`src/rtl/qspc_pkg.sv`:
```
// ----------------------------------------------------------------------------
// qspc_pkg
// Shared widths, register indexes, reset values and the duty clamp for the
// quadrature servo position controller.
// ----------------------------------------------------------------------------
`timescale 1ns / 1ps
`default_nettype none

package qspc_pkg;

   // Event codes carried on the request channel
   localparam logic [1:0] OP_ENCODER = 2'd0;
   localparam logic [1:0] OP_STEP    = 2'd1;
   localparam logic [1:0] OP_CONTROL = 2'd2;
   localparam logic [1:0] OP_MS_TICK = 2'd3;

   // Field widths
   localparam int MARGIN_W   = 16;
   localparam int DUTY_W     = 8;
   localparam int GAIN_W     = 16;
   localparam int RATE_W     = 25;
   localparam int STALL_W    = 16;
   localparam int ELAPSED_W  = 24;
   localparam int Q_FRAC     = 24;
   localparam int ACC_W      = ELAPSED_W + RATE_W;
   localparam int CSR_IDX_W  = 3;
   localparam int CSR_DATA_W = 25;
   localparam int COUNT_W    = 32;

   // Unity in Q1.24, also the clip point of the error magnitude
   localparam logic [Q_FRAC:0] ONE_Q24 = 25'h100_0000;

   // Register indexes
   localparam logic [CSR_IDX_W-1:0] CSR_STEP_MARGIN = 3'd0;
   localparam logic [CSR_IDX_W-1:0] CSR_MIN_DUTY    = 3'd1;
   localparam logic [CSR_IDX_W-1:0] CSR_MAX_DUTY    = 3'd2;
   localparam logic [CSR_IDX_W-1:0] CSR_PROP_GAIN   = 3'd3;
   localparam logic [CSR_IDX_W-1:0] CSR_INTEG_GAIN  = 3'd4;
   localparam logic [CSR_IDX_W-1:0] CSR_SOFT_RATE   = 3'd5;

   // Register reset values
   localparam logic [MARGIN_W-1:0] RST_STEP_MARGIN = 16'd1;
   localparam logic [DUTY_W-1:0]   RST_MIN_DUTY    = 8'd30;
   localparam logic [DUTY_W-1:0]   RST_MAX_DUTY    = 8'd225;
   localparam logic [GAIN_W-1:0]   RST_PROP_GAIN   = 16'd256;
   localparam logic [GAIN_W-1:0]   RST_INTEG_GAIN  = 16'd77;
   localparam logic [RATE_W-1:0]   RST_SOFT_RATE   = 25'd8389;

   localparam logic [DUTY_W-1:0] DUTY_FULL = 8'd255;

   // Apply the lower bound first, then the upper bound
   function automatic logic [DUTY_W-1:0] clamp_duty(input logic [DUTY_W+1:0] d,
                                                    input logic [DUTY_W-1:0] lo,
                                                    input logic [DUTY_W-1:0] hi);
      logic [DUTY_W+1:0] t;
      t = (d < {2'b00, lo}) ? {2'b00, lo} : d;
      if (t > {2'b00, hi}) begin
         t = {2'b00, hi};
      end
      return t[DUTY_W-1:0];
   endfunction

endpackage

`default_nettype wire

```
`src/rtl/quadrature_servo_position_controller.sv`:
```
// ----------------------------------------------------------------------------
// quadrature_servo_position_controller
// Step/direction DC servo with quadrature feedback. Each request is one event:
// an encoder sample, a step pulse, a control tick or a millisecond tick, and
// each produces exactly one response with the drive outputs, done flag and
// both position counts after the event. Encoder samples, step pulses and
// millisecond ticks go from the idle state straight to the output state,
// which loads the response register once it is free and then frees the
// request side. A control tick forms the error and its magnitude, then runs
// four products (error times P, stall count times I, elapsed time times the
// soft-start slope, duty times the soft-start factor) through one
// shift-and-add multiplier that retires one multiplier bit per cycle and
// stops once the remaining bits are zero; the last product is skipped once
// soft start is over. The run of each product grows with the bit length of
// its multiplier (the gain, the slope or the factor). The drive is then
// applied and the response loaded. The request side stalls while an event
// is in work; the response register lets the next event in while a response
// is still waiting. Registers are to be written through the csr port only
// while no event is in work; the block itself does not enforce this.
// ----------------------------------------------------------------------------
`timescale 1ns / 1ps
`default_nettype none

module quadrature_servo_position_controller #(
   parameter int POSITION_WIDTH = 32
) (
   input  wire                                  clock,
   input  wire                                  reset,
   // request channel
   input  wire                                  req_valid,
   output logic                                 req_stall,
   input  wire  [1:0]                           req_op,
   input  wire                                  req_enc_a,
   input  wire                                  req_enc_b,
   input  wire                                  req_step_dir,
   // response channel
   output logic                                 rsp_valid,
   input  wire                                  rsp_stall,
   output logic                                 rsp_motor_enable,
   output logic                                 rsp_motor_dir,
   output logic [qspc_pkg::DUTY_W-1:0]          rsp_pwm_level,
   output logic                                 rsp_step_done,
   output logic signed [qspc_pkg::COUNT_W-1:0]  rsp_actual_count,
   output logic signed [qspc_pkg::COUNT_W-1:0]  rsp_target_count,
   // register write channel
   input  wire                                  csr_valid,
   output logic                                 csr_ready,
   input  wire  [qspc_pkg::CSR_IDX_W-1:0]       csr_index,
   input  wire  [qspc_pkg::CSR_DATA_W-1:0]      csr_data
);

   localparam int PW = POSITION_WIDTH;
   // magnitude is widened so the clip point and the margin both fit
   localparam int MW = (PW > 25) ? PW : 25;
   // positions are widened so the low count bits always exist
   localparam int OW = (PW > qspc_pkg::COUNT_W) ? PW : qspc_pkg::COUNT_W;

   localparam logic [MW-1:0] MAG_CLIP = MW'(qspc_pkg::ONE_Q24);

   // Sequencer states
   localparam logic [2:0] ST_IDLE  = 3'd0;
   localparam logic [2:0] ST_ERR   = 3'd1;
   localparam logic [2:0] ST_MAG   = 3'd2;
   localparam logic [2:0] ST_MLOAD = 3'd3;
   localparam logic [2:0] ST_MRUN  = 3'd4;
   localparam logic [2:0] ST_APPLY = 3'd5;
   localparam logic [2:0] ST_OUT   = 3'd6;

   // Product being formed by the serial multiplier
   localparam logic [1:0] MUL_PROP  = 2'd0;
   localparam logic [1:0] MUL_INTEG = 2'd1;
   localparam logic [1:0] MUL_RAMP  = 2'd2;
   localparam logic [1:0] MUL_SCALE = 2'd3;

   // Registers
   logic [qspc_pkg::MARGIN_W-1:0] margin_ff,  margin_in;
   logic [qspc_pkg::DUTY_W-1:0]   min_ff,     min_in;
   logic [qspc_pkg::DUTY_W-1:0]   max_ff,     max_in;
   logic [qspc_pkg::GAIN_W-1:0]   pgain_ff,   pgain_in;
   logic [qspc_pkg::GAIN_W-1:0]   igain_ff,   igain_in;
   logic [qspc_pkg::RATE_W-1:0]   rate_ff,    rate_in;

   // Controller state
   logic [PW-1:0]                 target_ff,  target_in;
   logic [PW-1:0]                 actual_ff,  actual_in;
   logic [1:0]                    phase_ff,   phase_in;
   logic [qspc_pkg::STALL_W-1:0]  stall_ff,   stall_in;
   logic [qspc_pkg::ELAPSED_W-1:0] elapsed_ff, elapsed_in;
   logic                          done_ff,    done_in;
   logic                          en_ff,      en_in;
   logic                          dir_ff,     dir_in;
   logic [qspc_pkg::DUTY_W-1:0]   pwm_ff,     pwm_in;

   // Sequencer and datapath
   logic [2:0]                    state_ff,   state_in;
   logic [1:0]                    sel_ff,     sel_in;
   logic [PW-1:0]                 err_ff,     err_in;
   logic [PW-1:0]                 mag_ff,     mag_in;
   logic [qspc_pkg::ACC_W-1:0]    acc_ff,     acc_in;
   logic [qspc_pkg::ACC_W-1:0]    mcand_ff,   mcand_in;
   logic [qspc_pkg::RATE_W-1:0]   mplier_ff,  mplier_in;
   logic [qspc_pkg::DUTY_W-1:0]   pterm_ff,   pterm_in;
   logic [qspc_pkg::DUTY_W-1:0]   duty_ff,    duty_in;
   logic [qspc_pkg::Q_FRAC-1:0]   factor_ff,  factor_in;

   // Response register
   logic                          rsp_valid_ff, rsp_valid_in;
   logic                          rsp_en_ff,    rsp_en_in;
   logic                          rsp_dir_ff,   rsp_dir_in;
   logic [qspc_pkg::DUTY_W-1:0]   rsp_pwm_ff,   rsp_pwm_in;
   logic                          rsp_done_ff,  rsp_done_in;
   logic [qspc_pkg::COUNT_W-1:0]  rsp_act_ff,   rsp_act_in;
   logic [qspc_pkg::COUNT_W-1:0]  rsp_tgt_ff,   rsp_tgt_in;

   // Helpers
   logic                          accept;
   logic [1:0]                    new_phase;
   logic [MW-1:0]                 mag_ext;
   logic [MW-1:0]                 margin_ext;
   logic [qspc_pkg::Q_FRAC:0]     mag_clip;
   logic [OW-1:0]                 act_ext;
   logic [OW-1:0]                 tgt_ext;
   logic [qspc_pkg::DUTY_W:0]     iterm_sat;
   logic [qspc_pkg::DUTY_W-1:0]   pterm_sat;

   assign csr_ready = 1'b1;
   assign req_stall = (state_ff != ST_IDLE);
   assign accept    = req_valid && !req_stall;

   // Levels 00,01,11,10 map to phases 0,1,2,3
   assign new_phase = {req_enc_a, req_enc_a ^ req_enc_b};

   assign mag_ext    = MW'(mag_ff);
   assign margin_ext = MW'(margin_ff);
   assign mag_clip   = (mag_ext > MAG_CLIP) ? qspc_pkg::ONE_Q24 : mag_ext[qspc_pkg::Q_FRAC:0];
   assign act_ext    = OW'(actual_ff);
   assign tgt_ext    = OW'(target_ff);

   // Saturate the shifted products: above the duty range, P clamps to 255 and I to 256
   assign pterm_sat = (|acc_ff[qspc_pkg::ACC_W-1:16]) ? qspc_pkg::DUTY_FULL : acc_ff[15:8];
   assign iterm_sat = (|acc_ff[qspc_pkg::ACC_W-1:16]) ? 9'h100 : {1'b0, acc_ff[15:8]};

   always_comb begin
      margin_in    = margin_ff;
      min_in       = min_ff;
      max_in       = max_ff;
      pgain_in     = pgain_ff;
      igain_in     = igain_ff;
      rate_in      = rate_ff;
      target_in    = target_ff;
      actual_in    = actual_ff;
      phase_in     = phase_ff;
      stall_in     = stall_ff;
      elapsed_in   = elapsed_ff;
      done_in      = done_ff;
      en_in        = en_ff;
      dir_in       = dir_ff;
      pwm_in       = pwm_ff;
      state_in     = state_ff;
      sel_in       = sel_ff;
      err_in       = err_ff;
      mag_in       = mag_ff;
      acc_in       = acc_ff;
      mcand_in     = mcand_ff;
      mplier_in    = mplier_ff;
      pterm_in     = pterm_ff;
      duty_in      = duty_ff;
      factor_in    = factor_ff;
      rsp_valid_in = rsp_valid_ff && rsp_stall;
      rsp_en_in    = rsp_en_ff;
      rsp_dir_in   = rsp_dir_ff;
      rsp_pwm_in   = rsp_pwm_ff;
      rsp_done_in  = rsp_done_ff;
      rsp_act_in   = rsp_act_ff;
      rsp_tgt_in   = rsp_tgt_ff;

      // Register writes
      if (csr_valid) begin
         case (csr_index)
            qspc_pkg::CSR_STEP_MARGIN: margin_in = csr_data[qspc_pkg::MARGIN_W-1:0];
            qspc_pkg::CSR_MIN_DUTY:    min_in    = csr_data[qspc_pkg::DUTY_W-1:0];
            qspc_pkg::CSR_MAX_DUTY:    max_in    = csr_data[qspc_pkg::DUTY_W-1:0];
            qspc_pkg::CSR_PROP_GAIN:   pgain_in  = csr_data[qspc_pkg::GAIN_W-1:0];
            qspc_pkg::CSR_INTEG_GAIN:  igain_in  = csr_data[qspc_pkg::GAIN_W-1:0];
            qspc_pkg::CSR_SOFT_RATE:   rate_in   = csr_data[qspc_pkg::RATE_W-1:0];
            default: ;
         endcase
      end

      case (state_ff)
         ST_IDLE: begin
            if (accept) begin
               case (req_op)
                  qspc_pkg::OP_ENCODER: begin
                     // Count one phase forward or back; a double jump only moves the phase
                     if (new_phase == phase_ff + 2'd1) begin
                        actual_in = actual_ff + PW'(1);
                        stall_in  = '0;
                     end else if (new_phase == phase_ff - 2'd1) begin
                        actual_in = actual_ff - PW'(1);
                        stall_in  = '0;
                     end
                     phase_in = new_phase;
                     state_in = ST_OUT;
                  end
                  qspc_pkg::OP_STEP: begin
                     target_in  = req_step_dir ? target_ff + PW'(1) : target_ff - PW'(1);
                     elapsed_in = '0;
                     done_in    = 1'b0;
                     state_in   = ST_OUT;
                  end
                  qspc_pkg::OP_CONTROL: begin
                     if (stall_ff != '1) begin
                        stall_in = stall_ff + qspc_pkg::STALL_W'(1);
                     end
                     state_in = ST_ERR;
                  end
                  default: begin
                     if (elapsed_ff != '1) begin
                        elapsed_in = elapsed_ff + qspc_pkg::ELAPSED_W'(1);
                     end
                     state_in = ST_OUT;
                  end
               endcase
            end
         end
         ST_ERR: begin
            err_in   = target_ff - actual_ff;
            state_in = ST_MAG;
         end
         ST_MAG: begin
            mag_in   = err_ff[PW-1] ? -err_ff : err_ff;
            sel_in   = MUL_PROP;
            state_in = ST_MLOAD;
         end
         ST_MLOAD: begin
            acc_in = '0;
            case (sel_ff)
               MUL_PROP: begin
                  mcand_in  = qspc_pkg::ACC_W'(mag_clip);
                  mplier_in = qspc_pkg::RATE_W'(pgain_ff);
               end
               MUL_INTEG: begin
                  mcand_in  = qspc_pkg::ACC_W'(stall_ff);
                  mplier_in = qspc_pkg::RATE_W'(igain_ff);
               end
               MUL_RAMP: begin
                  mcand_in  = qspc_pkg::ACC_W'(elapsed_ff);
                  mplier_in = rate_ff;
               end
               default: begin
                  mcand_in  = qspc_pkg::ACC_W'(duty_ff);
                  mplier_in = qspc_pkg::RATE_W'(factor_ff);
               end
            endcase
            state_in = ST_MRUN;
         end
         ST_MRUN: begin
            if (mplier_ff != '0) begin
               // Retire one multiplier bit
               acc_in    = mplier_ff[0] ? acc_ff + mcand_ff : acc_ff;
               mcand_in  = {mcand_ff[qspc_pkg::ACC_W-2:0], 1'b0};
               mplier_in = {1'b0, mplier_ff[qspc_pkg::RATE_W-1:1]};
            end else begin
               case (sel_ff)
                  MUL_PROP: begin
                     pterm_in = pterm_sat;
                     sel_in   = MUL_INTEG;
                     state_in = ST_MLOAD;
                  end
                  MUL_INTEG: begin
                     duty_in  = qspc_pkg::clamp_duty({2'b00, pterm_ff} + {1'b0, iterm_sat},
                                                     min_ff, max_ff);
                     sel_in   = MUL_RAMP;
                     state_in = ST_MLOAD;
                  end
                  MUL_RAMP: begin
                     // Scale only while the ramp factor is below one
                     if (acc_ff[qspc_pkg::ACC_W-1:qspc_pkg::Q_FRAC] == '0) begin
                        factor_in = acc_ff[qspc_pkg::Q_FRAC-1:0];
                        sel_in    = MUL_SCALE;
                        state_in  = ST_MLOAD;
                     end else begin
                        state_in = ST_APPLY;
                     end
                  end
                  default: begin
                     duty_in  = qspc_pkg::clamp_duty({2'b00, acc_ff[31:24]}, min_ff, max_ff);
                     state_in = ST_APPLY;
                  end
               endcase
            end
         end
         ST_APPLY: begin
            if (mag_ext < margin_ext) begin
               done_in  = 1'b1;
               stall_in = '0;
               en_in    = 1'b0;
               dir_in   = 1'b0;
               pwm_in   = '0;
            end else begin
               en_in = 1'b1;
               // Zero error keeps the previous direction and level
               if (err_ff != '0) begin
                  if (!err_ff[PW-1]) begin
                     dir_in = 1'b1;
                     pwm_in = qspc_pkg::DUTY_FULL - duty_ff;
                  end else begin
                     dir_in = 1'b0;
                     pwm_in = duty_ff;
                  end
               end
            end
            state_in = ST_OUT;
         end
         ST_OUT: begin
            // Hold until the response register is free, then load it
            if (!rsp_valid_ff || !rsp_stall) begin
               rsp_valid_in = 1'b1;
               rsp_en_in    = en_ff;
               rsp_dir_in   = dir_ff;
               rsp_pwm_in   = pwm_ff;
               rsp_done_in  = done_ff;
               rsp_act_in   = act_ext[qspc_pkg::COUNT_W-1:0];
               rsp_tgt_in   = tgt_ext[qspc_pkg::COUNT_W-1:0];
               state_in     = ST_IDLE;
            end
         end
         default: begin
            state_in = ST_IDLE;
         end
      endcase
   end

   always_ff @(posedge clock) begin
      if (reset) begin
         margin_ff    <= qspc_pkg::RST_STEP_MARGIN;
         min_ff       <= qspc_pkg::RST_MIN_DUTY;
         max_ff       <= qspc_pkg::RST_MAX_DUTY;
         pgain_ff     <= qspc_pkg::RST_PROP_GAIN;
         igain_ff     <= qspc_pkg::RST_INTEG_GAIN;
         rate_ff      <= qspc_pkg::RST_SOFT_RATE;
         target_ff    <= '0;
         actual_ff    <= '0;
         phase_ff     <= '0;
         stall_ff     <= '0;
         elapsed_ff   <= '0;
         done_ff      <= 1'b0;
         en_ff        <= 1'b1;
         dir_ff       <= 1'b0;
         pwm_ff       <= '0;
         state_ff     <= ST_IDLE;
         sel_ff       <= MUL_PROP;
         rsp_valid_ff <= 1'b0;
      end else begin
         margin_ff    <= margin_in;
         min_ff       <= min_in;
         max_ff       <= max_in;
         pgain_ff     <= pgain_in;
         igain_ff     <= igain_in;
         rate_ff      <= rate_in;
         target_ff    <= target_in;
         actual_ff    <= actual_in;
         phase_ff     <= phase_in;
         stall_ff     <= stall_in;
         elapsed_ff   <= elapsed_in;
         done_ff      <= done_in;
         en_ff        <= en_in;
         dir_ff       <= dir_in;
         pwm_ff       <= pwm_in;
         state_ff     <= state_in;
         sel_ff       <= sel_in;
         rsp_valid_ff <= rsp_valid_in;
      end
      err_ff     <= err_in;
      mag_ff     <= mag_in;
      acc_ff     <= acc_in;
      mcand_ff   <= mcand_in;
      mplier_ff  <= mplier_in;
      pterm_ff   <= pterm_in;
      duty_ff    <= duty_in;
      factor_ff  <= factor_in;
      rsp_en_ff  <= rsp_en_in;
      rsp_dir_ff <= rsp_dir_in;
      rsp_pwm_ff <= rsp_pwm_in;
      rsp_done_ff <= rsp_done_in;
      rsp_act_ff <= rsp_act_in;
      rsp_tgt_ff <= rsp_tgt_in;
   end

   assign rsp_valid        = rsp_valid_ff;
   assign rsp_motor_enable = rsp_en_ff;
   assign rsp_motor_dir    = rsp_dir_ff;
   assign rsp_pwm_level    = rsp_pwm_ff;
   assign rsp_step_done    = rsp_done_ff;
   assign rsp_actual_count = rsp_act_ff;
   assign rsp_target_count = rsp_tgt_ff;

endmodule

`default_nettype wire
```
`config.mk`:
```
export PLATFORM = sky130hd
export DESIGN_NAME = quadrature_servo_position_controller
export DESIGN_NICKNAME = d
export VERILOG_FILES = /design/src/rtl/qspc_pkg.sv /design/src/rtl/quadrature_servo_position_controller.sv
export SDC_FILE = /design/constraint.sdc
export NUM_CORES = 1
export LEC_CHECK = 0
export BUFFER_PORTS_ARGS = -buffer_cell sky130_fd_sc_hd__buf_2
export CORE_UTILIZATION = 30
export DETAILED_ROUTE_END_ITERATION = 7
export GPL_ROUTABILITY_DRIVEN = 0
export HOLD_SLACK_MARGIN = 0.05
export PLACE_DENSITY = 0.56
export SLEW_MARGIN = 20
export SYNTH_ARGS = -nofsm -noshare
export SYNTH_HDL_FRONTEND = slang
export SYNTH_SLANG_ARGS = --single-unit
```
`constraint.sdc`:
```
create_clock -name clock -period 24.6 [get_ports clock]
set_clock_uncertainty 0.1 [all_clocks]
set_input_delay 3.69 -clock clock [delete_from_list [all_inputs] [get_ports clock]]
set_output_delay 3.69 -clock clock [all_outputs]
set_load 0.05 [all_outputs]
```
Word-level counts from Yosys, hierarchy flattened
Index checks and enable logic that the tools add are counted.
{"block": "classes", "n_reduce_logical": 45, "magnitude_cmp": 6, "eq_ne": 31, "bitwise_logic": 4, "add_sub_neg": 13, "n_mux": 53}
{"op": "$pmux W49 S2", "count": 2}
{"op": "$pmux W25 S3", "count": 2}
{"op": "$mux W49", "count": 3}
{"op": "$mux W32", "count": 3}
{"op": "$mux W16", "count": 5}
{"op": "$add A32 B1 Y32 const B", "count": 2}
{"op": "$pmux W16 S2", "count": 2}
{"op": "$sub A32 B1 Y32 const B", "count": 2}
{"op": "$mux W25", "count": 2}
{"op": "$pmux W25 S2", "count": 1}
{"op": "$add A49 B49 Y49", "count": 1}
{"op": "$mux W8", "count": 6}
{"op": "$pmux W24 S2", "count": 1}
{"op": "$reduce_or A33 Y1", "count": 1}
{"op": "$gt A32 B25 Y1 const B", "count": 1}
{"op": "$lt A32 B16 Y1", "count": 1}
{"op": "$neg A32 Y32", "count": 1}
{"op": "$reduce_bool A32 Y1", "count": 1}
{"op": "$sub A32 B32 Y32", "count": 1}
{"op": "$mux W31", "count": 1}
{"op": "$logic_not A25 Y1", "count": 1}
{"op": "$reduce_bool A25 Y1", "count": 1}
{"op": "$add A24 B1 Y24 const B", "count": 1}
{"op": "$mux W24", "count": 1}
{"op": "other kinds (47)", "count": 109}
{"block": "word_totals", "wordCells": 185, "ff_bits": 514}

Depth between registers and ports, before layout
{"block": "depth", "depth_word": 8, "mapped_depth": 35, "ltp_nobuf": 31}

Worst setup path after synthesis
Ideal clock, no wire load.
{"block": "synth_path", "kind": "register to register", "start": "register state_ff[2]", "end": "register acc_ff[0] (netlist bit), enable pin", "setup_slack_ns": 16.377, "path_stages_with_launch": 5, "arrival_ns": 7.714, "path_buffers": 1, "period_less_slack_ns": 8.223, "path_cell_list": "dfxtp_1 -> or3b_2 -> clkbuf_1 -> o21ai_0 -> o21a_1"}
{"block": "synth_between", "elab_chain_cells": 3}
{"element": "start: declaration", "line": "quadrature_servo_position_controller.sv:95", "text": "logic [2:0] state_ff, state_in;"}
{"element": "start signal: assignment", "line": "quadrature_servo_position_controller.sv:371", "text": "state_ff <= state_in;"}
{"element": "$eq A3 B3 Y1 or $eq A3 B2 Y1 (tied branches)", "line": "quadrature_servo_position_controller.sv:190", "text": "case (state_ff)"}
{"element": "$ne A2 B2 Y1 (no source line) or $reduce_bool A2 Y1 (tied branches)"}
{"element": "$reduce_and A3 Y1 (no source line) (*)"}
{"element": "end signal: assignment", "line": "quadrature_servo_position_controller.sv:377", "text": "acc_ff <= acc_in;"}
{"element": "end: declaration", "line": "quadrature_servo_position_controller.sv:99", "text": "logic [qspc_pkg::ACC_W-1:0] acc_ff, acc_in;"}
Mark *: on every way between the ends. The rest lies on a longest branch, timed or not.
A chain may end at the register's enable or synchronous reset.

Worst setup path in the final report
{"block": "layout_path", "start": "register acc_ff[24] (netlist bit)", "end": "register duty_ff[5] (netlist bit), data pin"}
{"block": "layout_between", "elab_chain_cells": 8}
{"element": "$reduce_or A33 Y1", "line": "quadrature_servo_position_controller.sv:141", "text": "assign iterm_sat = (|acc_ff[qspc_pkg::ACC_W-1:16]) ? 9'h100 : {1'b0, acc_ff[15:8]};"}
{"element": "$mux W9", "line": "quadrature_servo_position_controller.sv:141"}
{"element": "$add A8 B9 Y10", "line": "quadrature_servo_position_controller.sv:272", "text": "duty_in = qspc_pkg::clamp_duty({2'b00, pterm_ff} + {1'b0, iterm_sat},"}
{"element": "$lt A10 B8 Y1", "line": "qspc_pkg.sv:56", "text": "t = (d < {2'b00, lo}) ? {2'b00, lo} : d;"}
{"element": "$mux W10", "line": "qspc_pkg.sv:56"}
{"element": "$gt A10 B8 Y1", "line": "qspc_pkg.sv:57", "text": "if (t > {2'b00, hi}) begin"}
{"element": "$mux W8", "line": "qspc_pkg.sv:57"}
{"element": "$pmux W8 S2 (*)", "line": "quadrature_servo_position_controller.sv:265", "text": "case (sel_ff)"}
{"element": "end signal: assignment", "line": "quadrature_servo_position_controller.sv:381", "text": "duty_ff <= duty_in;"}
{"element": "end: declaration", "line": "quadrature_servo_position_controller.sv:103", "text": "logic [qspc_pkg::DUTY_W-1:0] duty_ff, duty_in;"}
Marks and branches as above.

==> flow_metrics.py <==
metrics = {
    "status": {
        "status": "completed",
    },
    "worst_setup_path": {
        "reg2regPathDepth": 28,
        "r2r_start": "acc_ff[24]",
        "crit_arrival_ns": 7.95,
        "critPathKind": "register to register",
        "slowest_stage": "and3_1",
        "startpoint_type": "register",
        "worst_ep_required_time_ns": 24.89,
        "cpLargestDelayFamily": "simple AND/OR/NAND/NOR gates",
        "crit_fanout": 18,
        "end_kind": "register",
        "ff2ff_setup_slack_ns": 16.94,
        "critPathMaxStageDelay_ns": 0.62,
        "path_buf_inv": 0,
        "worst_path_most_repeated_cell": "a21oi_1",
        "r2r-end": "duty_ff[5]",
    },
    "synthesis": {
        "ys_warn_count": 0,
        "ys_seq_area_share_pct": 46.3,
        "syn-num-nets": 3257,
        "syn_area_per_cell_um2": 9.53,
        "synthDistinctLibCells": 77,
        "netlist_area_um2": 28700,
        "syn_inst": 3015,
        "synth.top_cell.area_share_pct": 31.6,
        "synth_edf_count": 302,
        "synth.largest_area_cell": "edfxtp_1",
        "synth_flop_cell": "edfxtp_1",
        "synth-seq-cells": 514,
        "synthTopCellsByArea": "edfxtp_1 32%, dfxtp_1 15%, ha_1 8.7%, nand2_1 5.7%, a21oi_1 4.9%",
        "ys_async_sr_fraction_pct": 0,
    },
    "pwr": {
        "netSwitchingFraction_pct": 36.5,
        "power_leakage_nw": 12.5,
        "p_sw_mw": 1.22,
        "power_density_nw_per_um2": 102,
        "p_comb_share_pct": 35.2,
        "internal_power_mw": 2.12,
        "clockPowerShare_pct": 26.8,
        "sequentialPowerShare_pct": 38.0,
        "peakVddDrop_mv": 0.0764,
    },
    "timing": {
        "timing.final.crit_period_ns": 7.66,
        "max_freq_mhz": 131,
        "slew_violations": 0,
        "rsz0062_at_grt": "no",
        "slew_headroom_pct": 25.7,
        "setup_tns_ns": 0,
        "setup_viol": 0,
        "worst_pin_slew_ns": 1.11,
        "hold_violations": 0,
        "period_share_pct": 31.1,
    },
    "job": {
        "maxCapViolCount": 0,
    },
    "die": {
        "start_util_pct": 30.3,
        "die_y_um": 312,
        "core_area_um2": 95000,
        "pin_count": 116,
        "die-area_um2": 97100,
        "rows": 113,
        "die_w_um": 312,
    },
    "cells_and_area": {
        "syn2layout_area_growth_pct": 13.5,
        "layout_commonest_cell": "nand2_1",
        "antennaDiodeCount": 0,
        "stdcell_area_um2": 32600,
        "final_core_util_pct": 34.3,
        "drive_above_1_share_pct": 9.29,
        "layout_common_cells": "439 x nand2_1, 302 x edfxtp_1, 280 x a21oi_1",
        "finalNetCount": 3325,
        "fillers": 9750,
    },
    "drt": {
        "first_pass_iters": 6,
        "drt_iter0_markers": 1680,
        "drc_errors": 0,
        "vias_per_cell": 5.10,
        "wl_per_cell_um": 18.2,
        "vias": 22400,
        "wirelength_um": 79800,
        "ant_nets": 0,
    },
    "global_route": {
        "met2_usage_pct": 26.1,
        "antenna_found_initial": 1,
        "busiest_layer": "met2",
        "use_met3_pct": 2.03,
        "grt_max_degree": 103,
        "grt_pass1_wl_um": 125000,
        "grt_use_total_pct": 16.2,
        "grt-ovfl-total": 0,
        "use_met1_pct": 22.4,
        "first_global_vias": 21500,
    },
    "clock_network": {
        "cts_made_buffers": 57,
        "clk_latency_ns": 0.64,
        "postCtsHoldBufs": 0,
        "postCtsSetupBuffers": 0,
        "cts_tree": "done",
        "cts_root_buffer": "clkbuf_16",
        "cts_resized": 0,
        "htree_levels": 2,
        "clk_pin_slew_ns": 0.06,
        "cts.sinks": 514,
        "cts_max_path_buffers": 3,
    },
    "worst_hold_path": {
        "hold_class": "register to register",
        "whs_endpoint": "rsp_motor_dir",
        "hold_start": "dir_ff",
        "holdPathStages": 0,
    },
    "place": {
        "place_area_um2": 30700,
        "hpwl_um": 57300,
        "port_buffers": 114,
    },
}
## synth_stat cells, types with 6 or more instances
cell,count
a21oi_1,282
a21boi_0,6
o21a_1,20
mux2_2,14
a21o_1,111
or3_1,16
mux2i_1,13
a311oi_1,11
nor2b_1,24
a211o_1,8
a31oi_1,18
a32o_1,8
inv_1,115
o41ai_1,9
o211ai_1,14
nand2_1,440
o31ai_1,21
a221oi_1,12
xor2_1,55
and3_1,33
o21ai_0,152
edfxtp_1,302
nand2b_1,37
dfxtp_1,212
o21bai_1,17
and2_1,44
buf_1,12
xnor2_1,130
clkbuf_1,119
nand3_1,69
nor3_1,51
nor3b_1,10
ha_1,199
or4_1,8
or2_2,7
o211a_1,16
a22oi_1,9
nand4_1,36
nor2_1,200
nor4_1,27
o221a_2,9
a222oi_1,24
a211oi_1,25
## metrics by stage
step | power, mW | hold slack [ns] | cells | setup slack, ns
after floorplan | 2.14 | 0.303 | 3015 | 16.38
after global placement | 2.45 | 0.322 | 4289 | 16.69
after detailed placement | 2.45 | 0.319 | 4289 | 16.71
after CTS | 3.36 | 0.333 | 4397 | 16.90
after global routing | 3.54 | 0.344 | 4397 | 16.35
final | 3.34 | 0.331 | 4397 | 16.94
## state kept, by name (all words and copies together), names as in the netlist, 24 cells and up
register,cells
mcand_ff,49
err_ff,32
rsp_actual_count,32
mplier_ff,25
acc_ff,49
mag_ext,32
elapsed_ff,24
act_ext,32
target_ff,32
rate_ff,25
rsp_target_count,32
factor_ff,24
## routing by layer
metal  vias up  share of wire, %
met5         -                 0
met4         0               2.6
met3       100               4.6
met2       503                45
met1     10700                47
li1      11100                 -
## worst max path at each step
stage | start | end | slack (ns) | cells after the start
finish | acc_ff[24] | duty_ff[5] | 16.94 | 28
global route | acc_ff[24] | duty_ff[2] | 16.35 | 28
CTS | acc_ff[24] | duty_ff[5] | 16.90 | 28
detailed placement | req_enc_a | act_ext[30] | 16.71 | 16
global placement | req_enc_a | act_ext[30] | 16.69 | 17
floorplan | state_ff[2] | acc_ff[0] | 16.38 | 4
## kinds of logic after synthesis
family / after synthesis / synth area share (%)
AOI/OAI and AO/OA: 813 / 18.3
xor gates and xnor gates: 185 / 5.64
adders and majority gates: 204 / 9.01
buffers and inverters: 248 / 3.25
DFF: 514 / 46.3
muxes: 27 / 1.00
other: 1 / 0.0130
and+or+nand+nor: 1023 / 16.5
## area by class of cell
type	instances	area [um2]	share of cell area (%)
multi-input cells	2253	14600	44.6
well taps	1265	1580	4.85
flip-flops and latches	514	13300	40.8
clock inverters	36	395	1.21
repair buffers	141	779	2.39
inverters	116	435	1.33
clock buffers	72	1550	4.76
## power by group through the flow
| stage | Sequential [mW] | Combinational (mW) | Clock [mW] |
|---|---|---|---|
| after floorplan | 1.27 | 0.874 | 0 |
| after global placement | 1.28 | 1.16 | 0 |
| after detailed placement | 1.28 | 1.17 | 0 |
| after CTS | 1.27 | 1.18 | 0.920 |
| after global routing | 1.28 | 1.31 | 0.950 |
| final | 1.27 | 1.17 | 0.895 |
Note: power is estimated with default switching activity, not from simulation.
